## src/design/assert_macros.svh

```systemverilog
// Assertion helpers shared by the design files.
// In synthesis builds the macros expand to nothing.
`ifndef ASSERT_MACROS_SVH
`define ASSERT_MACROS_SVH

`ifndef SYNTHESIS

// Same-cycle implication, checked on every rising clock edge outside reset.
`define PMPD_ASSERT_IMPLY(label, clk, rst_n, ante, cons) \
	label: assert property (@(posedge clk) disable iff (!(rst_n)) (ante) |-> (cons)) \
		else $error("pmpd implication check failed");

// Next-cycle implication, checked on every rising clock edge outside reset.
`define PMPD_ASSERT_NEXT(label, clk, rst_n, ante, cons) \
	label: assert property (@(posedge clk) disable iff (!(rst_n)) (ante) |=> (cons)) \
		else $error("pmpd next-cycle check failed");

`else

`define PMPD_ASSERT_IMPLY(label, clk, rst_n, ante, cons)
`define PMPD_ASSERT_NEXT(label, clk, rst_n, ante, cons)

`endif

`endif

```

## src/design/pmpd_pkg.sv

```systemverilog
package pmpd_pkg;

	// Memory geometry.
	localparam int BANK_BYTES = 16384;
	localparam int RAM_BANKS  = 8;
	localparam int ROM_BANKS  = 2;
	localparam int OFFSET_W   = $clog2(BANK_BYTES);
	localparam int BANK_W     = $clog2(RAM_BANKS);
	localparam int RAM_DEPTH  = RAM_BANKS * BANK_BYTES;
	localparam int ROM_DEPTH  = ROM_BANKS * BANK_BYTES;
	localparam int RAM_AW     = $clog2(RAM_DEPTH);
	localparam int ROM_AW     = $clog2(ROM_DEPTH);

	// Bus operation codes.
	localparam logic [2:0] OP_MEM_READ  = 3'd0;
	localparam logic [2:0] OP_MEM_WRITE = 3'd1;
	localparam logic [2:0] OP_IO_READ   = 3'd2;
	localparam logic [2:0] OP_IO_WRITE  = 3'd3;
	localparam logic [2:0] OP_ROM_LOAD  = 3'd4;

	// Address windows of the CPU space.
	localparam logic [1:0] WIN_ROM  = 2'd0;
	localparam logic [1:0] WIN_LOW  = 2'd1;
	localparam logic [1:0] WIN_MID  = 2'd2;

	// Fixed bank numbers.
	localparam logic [BANK_W-1:0] BANK_SCREEN     = 3'd5;
	localparam logic [BANK_W-1:0] BANK_SCREEN_ALT = 3'd7;
	localparam logic [BANK_W-1:0] BANK_MID        = 3'd2;

	// Paging latch bit positions.
	localparam int LATCH_SCREEN_BIT = 3;
	localparam int LATCH_ROM_BIT    = 4;
	localparam int LATCH_LOCK_BIT   = 5;

	// Port decode bytes.
	localparam logic [7:0] PORT_LO_FD      = 8'hFD;
	localparam logic [7:0] PORT_LO_FE      = 8'hFE;
	localparam logic [7:0] PORT_HI_PAGE    = 8'h7F;
	localparam logic [7:0] PORT_HI_AY_DATA = 8'hBF;
	localparam logic [7:0] PORT_HI_AY_REG  = 8'hFF;

	// Source of the read data of a result.
	typedef enum logic [1:0] {
		SRC_ZERO,
		SRC_RAM,
		SRC_ROM,
		SRC_IO
	} rd_src_t;

	// One bus access.
	typedef struct packed {
		logic [2:0]  operation;
		logic [15:0] address;
		logic [7:0]  write_data;
		logic [14:0] rom_address;
		logic [7:0]  external_data;
	} req_t;

	// One result.
	typedef struct packed {
		logic [7:0] read_data;
		logic [2:0] border_color;
		logic [1:0] speaker_level;
		logic       ay_select_strobe;
		logic       ay_write_strobe;
		logic       ay_read_strobe;
		logic [7:0] ay_data;
		logic [7:0] paging_value;
	} rsp_t;

	// Decoded controls for one access.
	typedef struct packed {
		logic              ram_we;
		logic [RAM_AW-1:0] ram_addr;
		logic              rom_we;
		logic [ROM_AW-1:0] rom_addr;
		rd_src_t           rd_src;
		logic [7:0]        io_data;
		logic              latch_we;
		logic              fe_we;
		logic              ay_sel;
		logic              ay_wr;
		logic              ay_rd;
		logic [7:0]        ay_data;
	} ctl_t;

endpackage

```

## src/design/pmpd_decode.sv

```systemverilog
module pmpd_decode (
	input  pmpd_pkg::req_t     req,
	input  logic [7:0]         latch,
	output pmpd_pkg::ctl_t     ctl
);
	import pmpd_pkg::*;

	logic [7:0]        hi;
	logic [7:0]        lo;
	logic [1:0]        window;
	logic              fd_open;
	logic [BANK_W-1:0] bank;

	assign hi      = req.address[15:8];
	assign lo      = req.address[7:0];
	assign window  = req.address[15:14];
	assign fd_open = (lo == PORT_LO_FD) && !latch[LATCH_LOCK_BIT];

	// RAM bank behind each upper window.
	always_comb begin
		unique case (window)
			WIN_LOW: bank = latch[LATCH_SCREEN_BIT] ? BANK_SCREEN_ALT : BANK_SCREEN;
			WIN_MID: bank = BANK_MID;
			default: bank = latch[BANK_W-1:0];
		endcase
	end

	// Operation decode.
	always_comb begin
		ctl          = '0;
		ctl.rd_src   = SRC_ZERO;
		ctl.ram_addr = {bank, req.address[OFFSET_W-1:0]};
		ctl.rom_addr = {latch[LATCH_ROM_BIT], req.address[OFFSET_W-1:0]};
		ctl.io_data  = req.external_data;
		unique case (req.operation)
			OP_MEM_READ: begin
				ctl.rd_src = (window == WIN_ROM) ? SRC_ROM : SRC_RAM;
			end
			OP_MEM_WRITE: begin
				// Writes into the ROM window are dropped.
				ctl.ram_we = (window != WIN_ROM);
			end
			OP_IO_READ: begin
				ctl.rd_src = SRC_IO;
				if (fd_open && hi == PORT_HI_PAGE) begin
					ctl.io_data = latch;
				end
				ctl.ay_rd = fd_open && (hi == PORT_HI_AY_REG);
			end
			OP_IO_WRITE: begin
				ctl.fe_we    = (lo == PORT_LO_FE);
				ctl.latch_we = fd_open && (hi == PORT_HI_PAGE);
				ctl.ay_wr    = fd_open && (hi == PORT_HI_AY_DATA);
				ctl.ay_sel   = fd_open && (hi == PORT_HI_AY_REG);
				if (ctl.ay_wr || ctl.ay_sel) begin
					ctl.ay_data = req.write_data;
				end
			end
			OP_ROM_LOAD: begin
				ctl.rom_we   = 1'b1;
				ctl.rom_addr = req.rom_address;
			end
			default: begin
				ctl.rd_src = SRC_ZERO;
			end
		endcase
	end

endmodule

```

## config.mk

```make
export PLATFORM = sky130hd
export DESIGN_NAME = pmpd_decode
export DESIGN_NICKNAME = d
export VERILOG_FILES = /design/src/design/assert_macros.svh /design/src/design/pmpd_pkg.sv /design/src/design/pmpd_decode.sv
export SDC_FILE = /design/constraint.sdc
export NUM_CORES = 1
export LEC_CHECK = 0
export BUFFER_PORTS_ARGS = -buffer_cell sky130_fd_sc_hd__buf_2
export CAP_MARGIN = 20
export CORE_MARGIN = 4
export CORE_UTILIZATION = 31
export DETAILED_ROUTE_END_ITERATION = 8
export PLACE_DENSITY = 0.89
export REMOVE_ABC_BUFFERS = 1
export SLEW_MARGIN = 25
export SYNTH_ARGS = -nofsm -noshare
export SYNTH_HDL_FRONTEND = slang
export SYNTH_SLANG_ARGS = --single-unit
```

## constraint.sdc

```tcl
create_clock -name vclk -period 3.7
set_input_delay 0.185 -clock vclk [all_inputs]
set_output_delay 0.185 -clock vclk [all_outputs]
set_load 0.05 [all_outputs]
```

# --- Word level (Yosys, flattened, before mapping) ---
# Cells that the tools add are included.
totals:
  regBits: 0
  output_inout_bits: 57
  input_bits: 58
  elab_cells: 32
op_classes:
  eq_ne: 11
  reduce_logical: 9
  muxes: 12
ops:
  columns: ["cell", "n"]
  rows:
  - ["$eq 8x8->1 const B", 4]
  - ["$mux 8", 4]
  - ["$mux 16", 1]
  - ["$eq 8x7->1 const B", 1]
  - ["$eq 3x2->1 const B", 2]
  - ["$pmux 3 s2", 1]
  - ["$logic_and 1x1->1", 4]
  - ["$mux 2", 2]
  - ["$mux 4", 1]
  - ["$pmux 2 s2", 1]
  - ["$eq 3x1->1 const B", 1]
  - ["$eq 3x3->1 const B", 1]
  - ["$logic_not 3->1", 1]
  - ["$eq 2x1->1 const B", 1]
  - ["$eq 2x2->1 const B", 1]
  - ["$logic_not 2->1", 1]
  - ["$mux 1", 2]
  - ["$reduce_bool 2->1", 1]
  - ["$logic_not 1->1", 1]
  - ["$logic_or 1x1->1", 1]

# --- Logic depth before layout (Yosys ltp) ---
# Gate-level depths: netlist of the first run.
logic_depth:
  ltp_word: 6
  ltp_mapped: 5
  ltp_nobuf: 5

# --- Worst setup path after synthesis of the first run ---
# Ideal clock, no wire load.
synth_timing:
  path_kind: "in2out"
  start: "in req[33] in the netlist's numbering"
  end: "out ctl[11] in the netlist's numbering"
  path_stages: 3
  t_arrival_ns: 2.217
  setup_slack_ns: 1.298
  path_buffers: 0
  required_ns: 3.515
  cell_sequence: "and4_1 -> nand3b_1 -> nor4b_1"
synth_lines:
  columns: ["item", "line_no", "text"]
  rows:
  - ["from (decl)", "pmpd_decode.sv:2", "input pmpd_pkg::req_t req,"]
  - ["to (decl)", "pmpd_decode.sv:4", "output pmpd_pkg::ctl_t ctl"]

==> results.txt, run 1 <==
* Status: completed
- Highest ir drop seen on vdd: 0.0001863 V
- Portion of netlist area occupied by mux cells: 36.26%
- CP cell instances: buf_2, nand2b_4, nor4_1, nand4_1, mux2_2, buf_2
- Fraction of the yosys area taken by sequential cells: 0%
* Synth Area in Simple Gates: 32.42%
- Buffers placed on the I/O ports in this run total 115.
- Largest net degree at the start of global routing: 17
- Height of the die: 54.95 um
* Final Critical Period: 1.893 ns
- Top achievable clock speed: 0.5282 GHz
* Startpoint Class: input port
- Max-cap violations in this run came to 0.
* Weighted congestion at the end of routability-driven global placement: 0.6919
- The total count of max-transition violations in the final report was 0.
- After detailed routing, the number of remaining DRC violations is 0.
- Critical path arrival: 1.71 ns
- The die is 54.95 um wide.
- CP bufs+invs: 2
- In the final routed layout, each cell accounts on average for 11.91 um.
- Buffers inserted to repair hold after CTS numbered 0.
* Top-Level Pins: 115
* Wire length of the first global-routing pass: 3229 um
* Worst slack after detailed placement: 1.668 ns
- Vias in the first global route: 829
- The floorplan step defined a core boundary enclosing 0.002022 sq mm.
* Largest family of logic cells by synthesized area: multiplexers
- For this block, the routed nets add up to 2513 um of wire.
- The critical path is of the in2out type.
* Post-detailed-placement half-perimeter wirelength: 2330 um
- DRC marker count from the first detailed-route iteration: 6
* CP max-delay cell: sky130_fd_sc_hd__nand4_1
- Initial antenna violation count: 0
- Count of instances resized after the clock tree is built: 0
- Synthesis produced 84 cells.
- Most frequent cells in the layout: sky130_fd_sc_hd__buf_2 (115), sky130_fd_sc_hd__mux2_2 (22), sky130_fd_sc_hd__and2_1 (12)
* Sum Neg Setup Slack: 0 ns
- Path category of the worst min-delay check: in2out
* Critical Path RT: 3.51 ns
- Most common cell after layout, fill and taps aside: sky130_fd_sc_hd__buf_2
* Number of nets at the end of the flow: 248
- By instance count, the cell type seen most on the critical path is sky130_fd_sc_hd__buf_2.
* Post-route ant nets: 0
- In the global route stage, overall resource usage came out at 14.06%.
- Yosys warnings: 0
- Max_slew headroom: 50.81%
* Fin worst setup slack: 1.807 ns
- In this design, the largest share of critical-path delay is due to simple AND/OR/NAND/NOR gates.
- Row generation in the floorplan step produced 16 rows.
* Share of the synthesized area in compound gates (AO/OA/AOI/OAI): 5.128%
- With fillers left out, the area of the finished cells amounts to 0.001189 sq mm.
- The mapped netlist covers 683.2 sq um.
- Area growth from synthesis to final layout: 73.99%
- Setup repair after global routing missed its margin: no
- Adder-cell share of the synthesized area: 7.326%
- Count of clock-net buffers in the final layout: 0
- Counting distinct cell types in the post-synthesis netlist gives 22.
* DP Area: 0.001182 sq mm
- In this run the worst path has a maximum fanout of 8.
- Global routing finished with a remaining overflow of 0.
* Seq_cells: 0
- STA classifies the critical path endpoint as an output port.
* Vias after detailed routing: 963
- In the routed layout, each cell is associated on average with a via count of 4.564.
- Mean Syn Cell Area: 8.133 sq um
* Xor/xnor share of the synthesized area: 0%
* Final critical-path share of the clock period: 51.17%
- Combined flip-flop and latch cell area: 0 sq um
- Longest individual stage delay on the worst path: 0.39 ns
- For the pin with the worst max-slew slack, the measured transition is 0.7370 ns.
* Power density over cell area: 176.0 mW/mm^2
* 1st-pass router iterations: 4
- Of the cells placed in the final design, the portion with a size suffix greater than 1 is 76.63%.
- Die ar.: 0.003019 sq mm
- Initial Utilization: 33.79%
- Antenna diode count: 0
* Endpoints failing setup: 0
- The final count of hold timing violations was 0.
- The analysis attributes to cell leakage a power of 0.7113 nW.
* Setup repair bufs after CTS: 0
layer usage:
| layer | vias up | share of wire [%] | track usage [%] |
|---|---|---|---|
| li1 | 488 | - | - |
| met1 | 403 | 37 | 16.05 |
| met2 | 72 | 48 | 29.13 |
| met3 | 0 | 15 | 1.340 |
| met4 | 0 | 0 | 0 |
| met5 | - | 0 | 0 |
cells by family after synthesis:
kind of cell    Yosys count
simple gates             32
compound gates            6
buf+inv                  20
mux                      22
fa+ha+maj                 4
Yosys cell counts:
cell                       number  share of area [%]
sky130_fd_sc_hd__o21a_1         1                1.1
sky130_fd_sc_hd__nand2b_4       1                2.0
sky130_fd_sc_hd__nor3b_2        1                1.8
sky130_fd_sc_hd__nor4b_1        2                2.6
sky130_fd_sc_hd__and2_1        12                 11
sky130_fd_sc_hd__nand3_1        2                1.5
sky130_fd_sc_hd__mux2_2        22                 36
sky130_fd_sc_hd__nand3b_1       2                2.2
sky130_fd_sc_hd__buf_4         14                 15
sky130_fd_sc_hd__a21oi_1        2                1.5
sky130_fd_sc_hd__a21boi_0       1                1.1
sky130_fd_sc_hd__nor4_1         1               0.92
sky130_fd_sc_hd__buf_2          1               0.73
sky130_fd_sc_hd__ha_1           4                7.3
sky130_fd_sc_hd__nor2_1         5                2.7
sky130_fd_sc_hd__nand4_1        2                1.8
sky130_fd_sc_hd__and4_1         1                1.3
sky130_fd_sc_hd__o21ai_0        2                1.5
sky130_fd_sc_hd__or4_4          1                1.6
sky130_fd_sc_hd__nand2_1        1               0.55
sky130_fd_sc_hd__nor3_4         1                2.4
sky130_fd_sc_hd__inv_1          5                2.7
final cells by class:
cell class	instances	area [sq um]
inverters	5	18.77
well taps	27	33.78
fillers	203	833.3
repair buffers	115	575.6
multi-input cells	64	560.5
final timing paths:
| kind | startpoint | endpoint | slack (ns) | cells past startpoint |
|---|---|---|---|---|
| max | req[32] | ctl[20] | 1.81 | 6 |
| min | req[41] | ctl[49] | 0.68 | 2 |
through the flow:
step / hold WS, ns / total power, mW / util, % / cells
finish: 0.6811 / 0.2092 / 58.79 / 211
global route: 0.6902 / 0.2209 / 58.79 / 211
CTS: 0.6817 / 0.2102 / 58.48 / 211
detailed placement: 0.6817 / 0.2098 / 58.48 / 211
global placement: 0.6798 / 0.2077 / 58.48 / 211
floorplan: 0.3700 / 0.1142 / - / 69
power breakdown:
group | internal (mW) | leakage [nW] | switching (mW)
registers | 0 | 0 | 0
logic | 0.0624 | 0.711 | 0.147
clock network | 0 | 0 | 0
Power figures use the tool's default switching activity.
==> inputs of run 2 (changes only) <==
--- a/config.mk
+++ b/config.mk
@@ -8,9 +8,9 @@
 export BUFFER_PORTS_ARGS = -buffer_cell sky130_fd_sc_hd__buf_2
 export CAP_MARGIN = 20
 export CORE_MARGIN = 4
-export CORE_UTILIZATION = 31
+export CORE_UTILIZATION = 29
 export DETAILED_ROUTE_END_ITERATION = 8
-export PLACE_DENSITY = 0.89
+export PLACE_DENSITY = 0.84
 export REMOVE_ABC_BUFFERS = 1
 export SLEW_MARGIN = 25
 export SYNTH_ARGS = -nofsm -noshare
==> constraint.sdc (replaced) <==
create_clock -name vclk -period 1.9
set_input_delay 0.095 -clock vclk [all_inputs]
set_output_delay 0.095 -clock vclk [all_outputs]
set_load 0.05 [all_outputs]
==> run 2 against run 1 <==
Compared with the run above: cell area grew 0.84%; die area increased by 5.9%; critical path depth did not move; first-iteration DRC count is 33% higher; largest cell class unchanged.
==> results.txt, run 2 (synthesized netlist as in run 1, its figures left out) <==
- Most frequent cells in the layout: sky130_fd_sc_hd__buf_2 (115), sky130_fd_sc_hd__mux2_2 (22), sky130_fd_sc_hd__and2_1 (12)
* 1st-pass router iterations: 2
- Combinational logic is responsible for 100.0% of the overall power.
* Antenna diode count: 0
- Across the whole layout, storage elements account for 0 sq um.
- Proportion of total power due to net switching: 70.15%
- The via count of the first global-routing pass is 1034.
- Max-cap violations in this run came to 0.
* Count of clock-net buffers in the final layout: 0
- The routed design could run at a clock period as short as 1.702 ns.
- Count of filler cells inserted in the layout: 239
- After layout, the worst setup slack is 0.1982 ns.
* Rows: 17
* Power density over cell area: 339.5 mW/mm^2
* Vias after detailed routing: 962
- Reg power frac: 0%
- In this run the worst path has a maximum fanout of 8.
* Total wire length: 2584 um
* Die ar.: 0.003196 sq mm
- For this design the total switching power over the nets is 0.2855 mW.
- Highest ir drop seen on vdd: 0.0003447 V
- The min-delay analysis places its worst path in the category in2out.
- The worst path uses 89.57% of the clock period.
* Number of nets at the end of the flow: 250
- The total count of max-transition violations in the final report is 0.
- Post-route ant nets: 0
- Pin slew with the least headroom to its limit: 0.2712 ns
- Cells with a size suffix above 1 make up 76.88% of the layout.
- Prior to clock tree synthesis, the placed netlist has a worst setup slack of 0.1781 ns.
* Top achievable clock speed: 0.5876 GHz
- Worst Path Class, Setup: in2out
- In the final routed layout, each cell accounts on average for 12.07 um.
- Portion of total power attributed to the clock network: 0%
* Total internal power: 0.1215 mW
* Post-detailed-placement half-perimeter wirelength: 2432 um
- Setup violations remaining at the end of the flow were counted as 0.
- Leakage: 0.7178 nW
* Overall die width: 56.54 um
* Endpoint kind of the worst setup timing path: output port
* Wire length on met3: 278 um
* Area inside the core boundary: 0.002233 sq mm
- Wire length on met2: 1379 um
- In the routed design, unresolved DRC markers number 0.
- For this run, the total global-route usage over all layers was measured as 15.24%.
* Initial antenna violation count: 0
- Setup total negative slack on the finished layout was measured at 0 ns.
- The detailed router put a total of 925 um of wire on met1.
* Weighted congestion at the end of routability-driven global placement: 0.7596
* Count of instances resized after the clock tree is built: 0
- Overall overflow remaining after global route: 0
* Status: completed
- Power comes to 0.4070 mW.
- Height of the die: 56.54 um
- In the finished design the tool counted flip-flops and latches totalling 0.
* Critical Path RT: 1.80 ns
- Entering global routing, the biggest net connects 17 pins.
- For this configuration, the core starts out at a cell density of 30.59%.
* Uppermost routed layer: met3
* Hold violation total from the final report: 0
- Setup repair bufs after CTS: 0
* Number of buffers added on ports: 115
- Data arrives at the worst endpoint at 1.61 ns.
- For this block, the initial DRC count from the detailed router was 8.
- Startpoint Class: input port
- From synthesis to final layout, the design area changed by 75.46%.
- After clock tree synthesis, the flow added hold-fix buffers numbering 0.
- Max_slew headroom: 81.75%
* Wire length of the first global-routing pass: 4222 um
* Finished Core Util: 53.67%
* Top-Level Pins: 115
- Setup repair after global routing left no endpoint under its margin.
- Most common cell after layout, fill and taps aside: sky130_fd_sc_hd__buf_2
- Using the TritonRoute via totals, the vias-per-cell ratio works out to 4.495.
-- run 2: cell types whose count changed in the layout (fill, tap and decap cells not counted) --
cell | previous run | this run
sky130_fd_sc_hd__nor3b_4 | 1 | 0
sky130_fd_sc_hd__buf_4 | 0 | 2
sky130_fd_sc_hd__nor3b_2 | 0 | 1
-- run 2: worst paths after layout --
kind | startpoint | to | depth (start not counted)
worst max-delay path | req[32] | ctl[5] | 6
worst min-delay path | req[34] | ctl[42] | 2
-- run 2: final cells by class --
class / count / area (sq um) / share of cell area (%)
Multi-Input combinational cell: 64 / 554.3 / 46.24
Inverter: 5 / 18.77 / 1.566
Tap cell: 28 / 35.03 / 2.923
Timing Repair Buffer: 117 / 590.6 / 49.27
-- run 2: per-stage QoR --
step	cells	instance area, sq um	hold slack, ns
floorplan	69	573.1	0.1900
global placement	214	1199	0.4993
detailed placement	214	1199	0.5012
CTS	214	1199	0.5021
global route	214	1199	0.5054
finish	214	1199	0.4998
-- run 2: critical path: stages --
cell and delay, ns:
sky130_fd_sc_hd__buf_2 0.12, sky130_fd_sc_hd__nand2b_4 0.13, sky130_fd_sc_hd__or4_4 0.56, sky130_fd_sc_hd__nor3_4 0.28, sky130_fd_sc_hd__and2_1 0.17, sky130_fd_sc_hd__buf_2 0.26
-- run 2: routing by layer --
| layer | track usage [%] | vias to the layer above |
|---|---|---|
| met3 | 2.529 | 0 |
| li1 | - | 490 |
| met1 | 17.30 | 418 |
| met5 | 0 | - |
| met4 | 0 | 0 |
| met2 | 30.69 | 54 |
-- run 2: power by group through the flow --
stage	clock [mW]	combinational [mW]	sequential, mW
5_1_grt	0	0.431	0
4_1_cts	0	0.410	0
2_1_floorplan	0	0.222	0
3_3_place_gp	0	0.407	0
6_report	0	0.407	0
3_5_place_dp	0	0.410	0
==> inputs of run 3 (changes only) <==
==> constraint.sdc (replaced) <==
create_clock -name vclk -period 1.6
set_input_delay 0.08 -clock vclk [all_inputs]
set_output_delay 0.08 -clock vclk [all_outputs]
set_load 0.05 [all_outputs]
==> run 3 against run 2 <==
Compared with the run above: combinational power grew 22%; core utilization is 6.1 points higher; non-clock buffer count grew 3; global-route usage is 0.52 points lower; largest cell class unchanged; highest routed layer unchanged.
==> results.txt, run 3 (synthesized netlist as in run 1, its figures left out) <==
- The initial antenna violation count came to 0.
- Before antenna repair, the detailed router went through 3 iterations.
* Number of buffers added on ports: 115
- STA classifies the critical path endpoint as an output port.
* Startpoint of the most critical hold path: req[41]
- Combined flip-flop and latch cell area: 0 sq um
- Setup repair after global routing could not meet its margin everywhere.
- Most common cell after layout, fill and taps aside: sky130_fd_sc_hd__buf_2
- Leakage: 0.7539 nW
- CP max FO: 8
* Largest net degree at the start of global routing: 13
* Height of the die: 56.54 um
- Wires add up to 2855 um.
* DR DRC count: 0
- For this run, the slowest stage of the critical path takes 0.56 ns.
- The die covers 0.003196 sq mm.
* Setup repair bufs after CTS: 0
- Counting I/O delays and the setup requirement, the final critical path takes 1.568 ns.
- Wire length of the first global-routing pass: 4008 um
- Post-placement cell count: 217
- Prior to clock tree synthesis, the placed netlist has a worst setup slack of -0.09256 ns.
* Slew Limit Fails: 0
- Post-route ant nets: 0
- Along the worst hold path, the cell count comes to 2.
- Final critical-path share of the clock period: 98.00%
- IR analysis of the VDD net gives a maximum drop of 0.0003893 V.
- Pin slew with the least headroom to its limit: 0.3126 ns
* Rows: 17
- The largest individual stage delay along the critical path comes from the cell sky130_fd_sc_hd__or4_4.
* Fin cells: 217
- Cells with a size suffix above 1 make up 79.37% of the layout.
- Compared with the post-synthesis result, the final layout area differs by 95.42%.
* Wire per inst: 13.16 um
- The cell that appears most often on the critical path is sky130_fd_sc_hd__buf_6.
- Area inside the core boundary: 0.002233 sq mm
- Worst Path Class, Setup: in2out
- Endpoints failing setup: 0
- Top achievable clock speed: 0.6378 GHz
* Overall die width: 56.54 um
- Seq_cells: 0
- In this run the worst hold path is classified as in2out.
- In the global route stage, overall resource usage came out at 14.72%.
* Critical path arrival: 1.49 ns
- Together, buffers and inverters on the worst path number 2.
- In the routed layout, each cell is associated on average with a via count of 4.594.
- Antenna diode count: 0
- Number of hold buffers added after CTS: 0
- Global routing finished with a remaining overflow of 0.
- Across the run, the number of max-cap violations was 0.
- Count of clock-net buffers in the final layout: 0
* Most frequent cells in the layout: sky130_fd_sc_hd__buf_2 (99), sky130_fd_sc_hd__mux2_2 (22), sky130_fd_sc_hd__buf_6 (9)
- Grouping stages by cell kind, the critical path spends the most delay in simple AND/OR/NAND/NOR gates.
- For the worst setup path, the data required time is 1.52 ns.
- Fill cells in the final layout number 221.
- Measured on the finished design, the core utilization comes to 59.78%.
- Number of nets at the end of the flow: 253
* Vias in the first global route: 976
- The worst setup path is launched from an input port.
- Status: completed
- Hold violation total from the final report: 0
- Top-Level Pins: 115
- Headroom to the max-slew limit came out at 78.97%.
- Across all layers, the routed design uses 997 vias.
- Traced cell by cell, the critical path runs through buf_6, nand2b_4, or4_4, nor3_4, and2_1, buf_6.
- In this run the power density over the cells is 373.3 mW/mm^2.
- Worst Hold End: ctl[49]
* Initial Utilization: 30.59%
- After legalization and detailed placement, the total HPWL measured 2464 um.
* DRC marker count from the first detailed-route iteration: 9
- Weighted congestion at the end of routability-driven global placement: 0.8218
- Fin worst setup slack: 0.03204 ns
-- run 3: report_power, final --
part / internal (mW) / switching (mW)
Sequential: 0 / 0
Combinational: 0.156 / 0.342
Clock: 0 / 0
Total: 0.156 / 0.342
-- run 3: repair_timing --
item                       4_1_cts  5_1_grt
gates resized for setup          8       25
pin swaps                        1        1
setup endpoints to repair        8       18
cloned                           0        0
hold endpoints to repair         0        0
-- run 3: layer usage --
layer / global-route usage (%) / wire, um
met5: 0 / 0
met4: 0.6780 / 0
met3: 2.299 / 251
met2: 30.20 / 1600
met1: 16.08 / 1003
-- run 3: metrics by stage --
| stage | hold slack [ns] | power (mW) | setup TNS, ns | area [sq um] |
|---|---|---|---|---|
| finish | 0.4554 | 0.4984 | 0 | 1335 |
| global route | 0.4620 | 0.5247 | -0.8854 | 1335 |
| CTS | 0.4711 | 0.4934 | 0 | 1241 |
| detailed placement | 0.4701 | 0.4922 | -0.6333 | 1221 |
| global placement | 0.4687 | 0.4885 | -0.2065 | 1221 |
| floorplan | 0.1600 | 0.2642 | -6.222 | 573.1 |
-- run 3: area by class of cell --
class	instances	area (sq um)	share of cell area, %
timing repair buffer	120	716.9	53.70
multi-input combinational	64	564.3	42.27
tap	28	35.03	2.624
inverter	5	18.77	1.406
-- run 3: how the worst max path moves through the flow --
stage	from	to	slack, ns	depth (start not counted)
2_1_floorplan	req[33]	ctl[11]	-0.59	3
3_3_place_gp	req[32]	ctl[6]	-0.03	6
3_5_place_dp	req[32]	ctl[5]	-0.09	6
4_1_cts	req[32]	ctl[17]	0.02	7
5_1_grt	req[44]	ctl[3]	-0.09	6
6_report	req[32]	ctl[3]	0.03	6
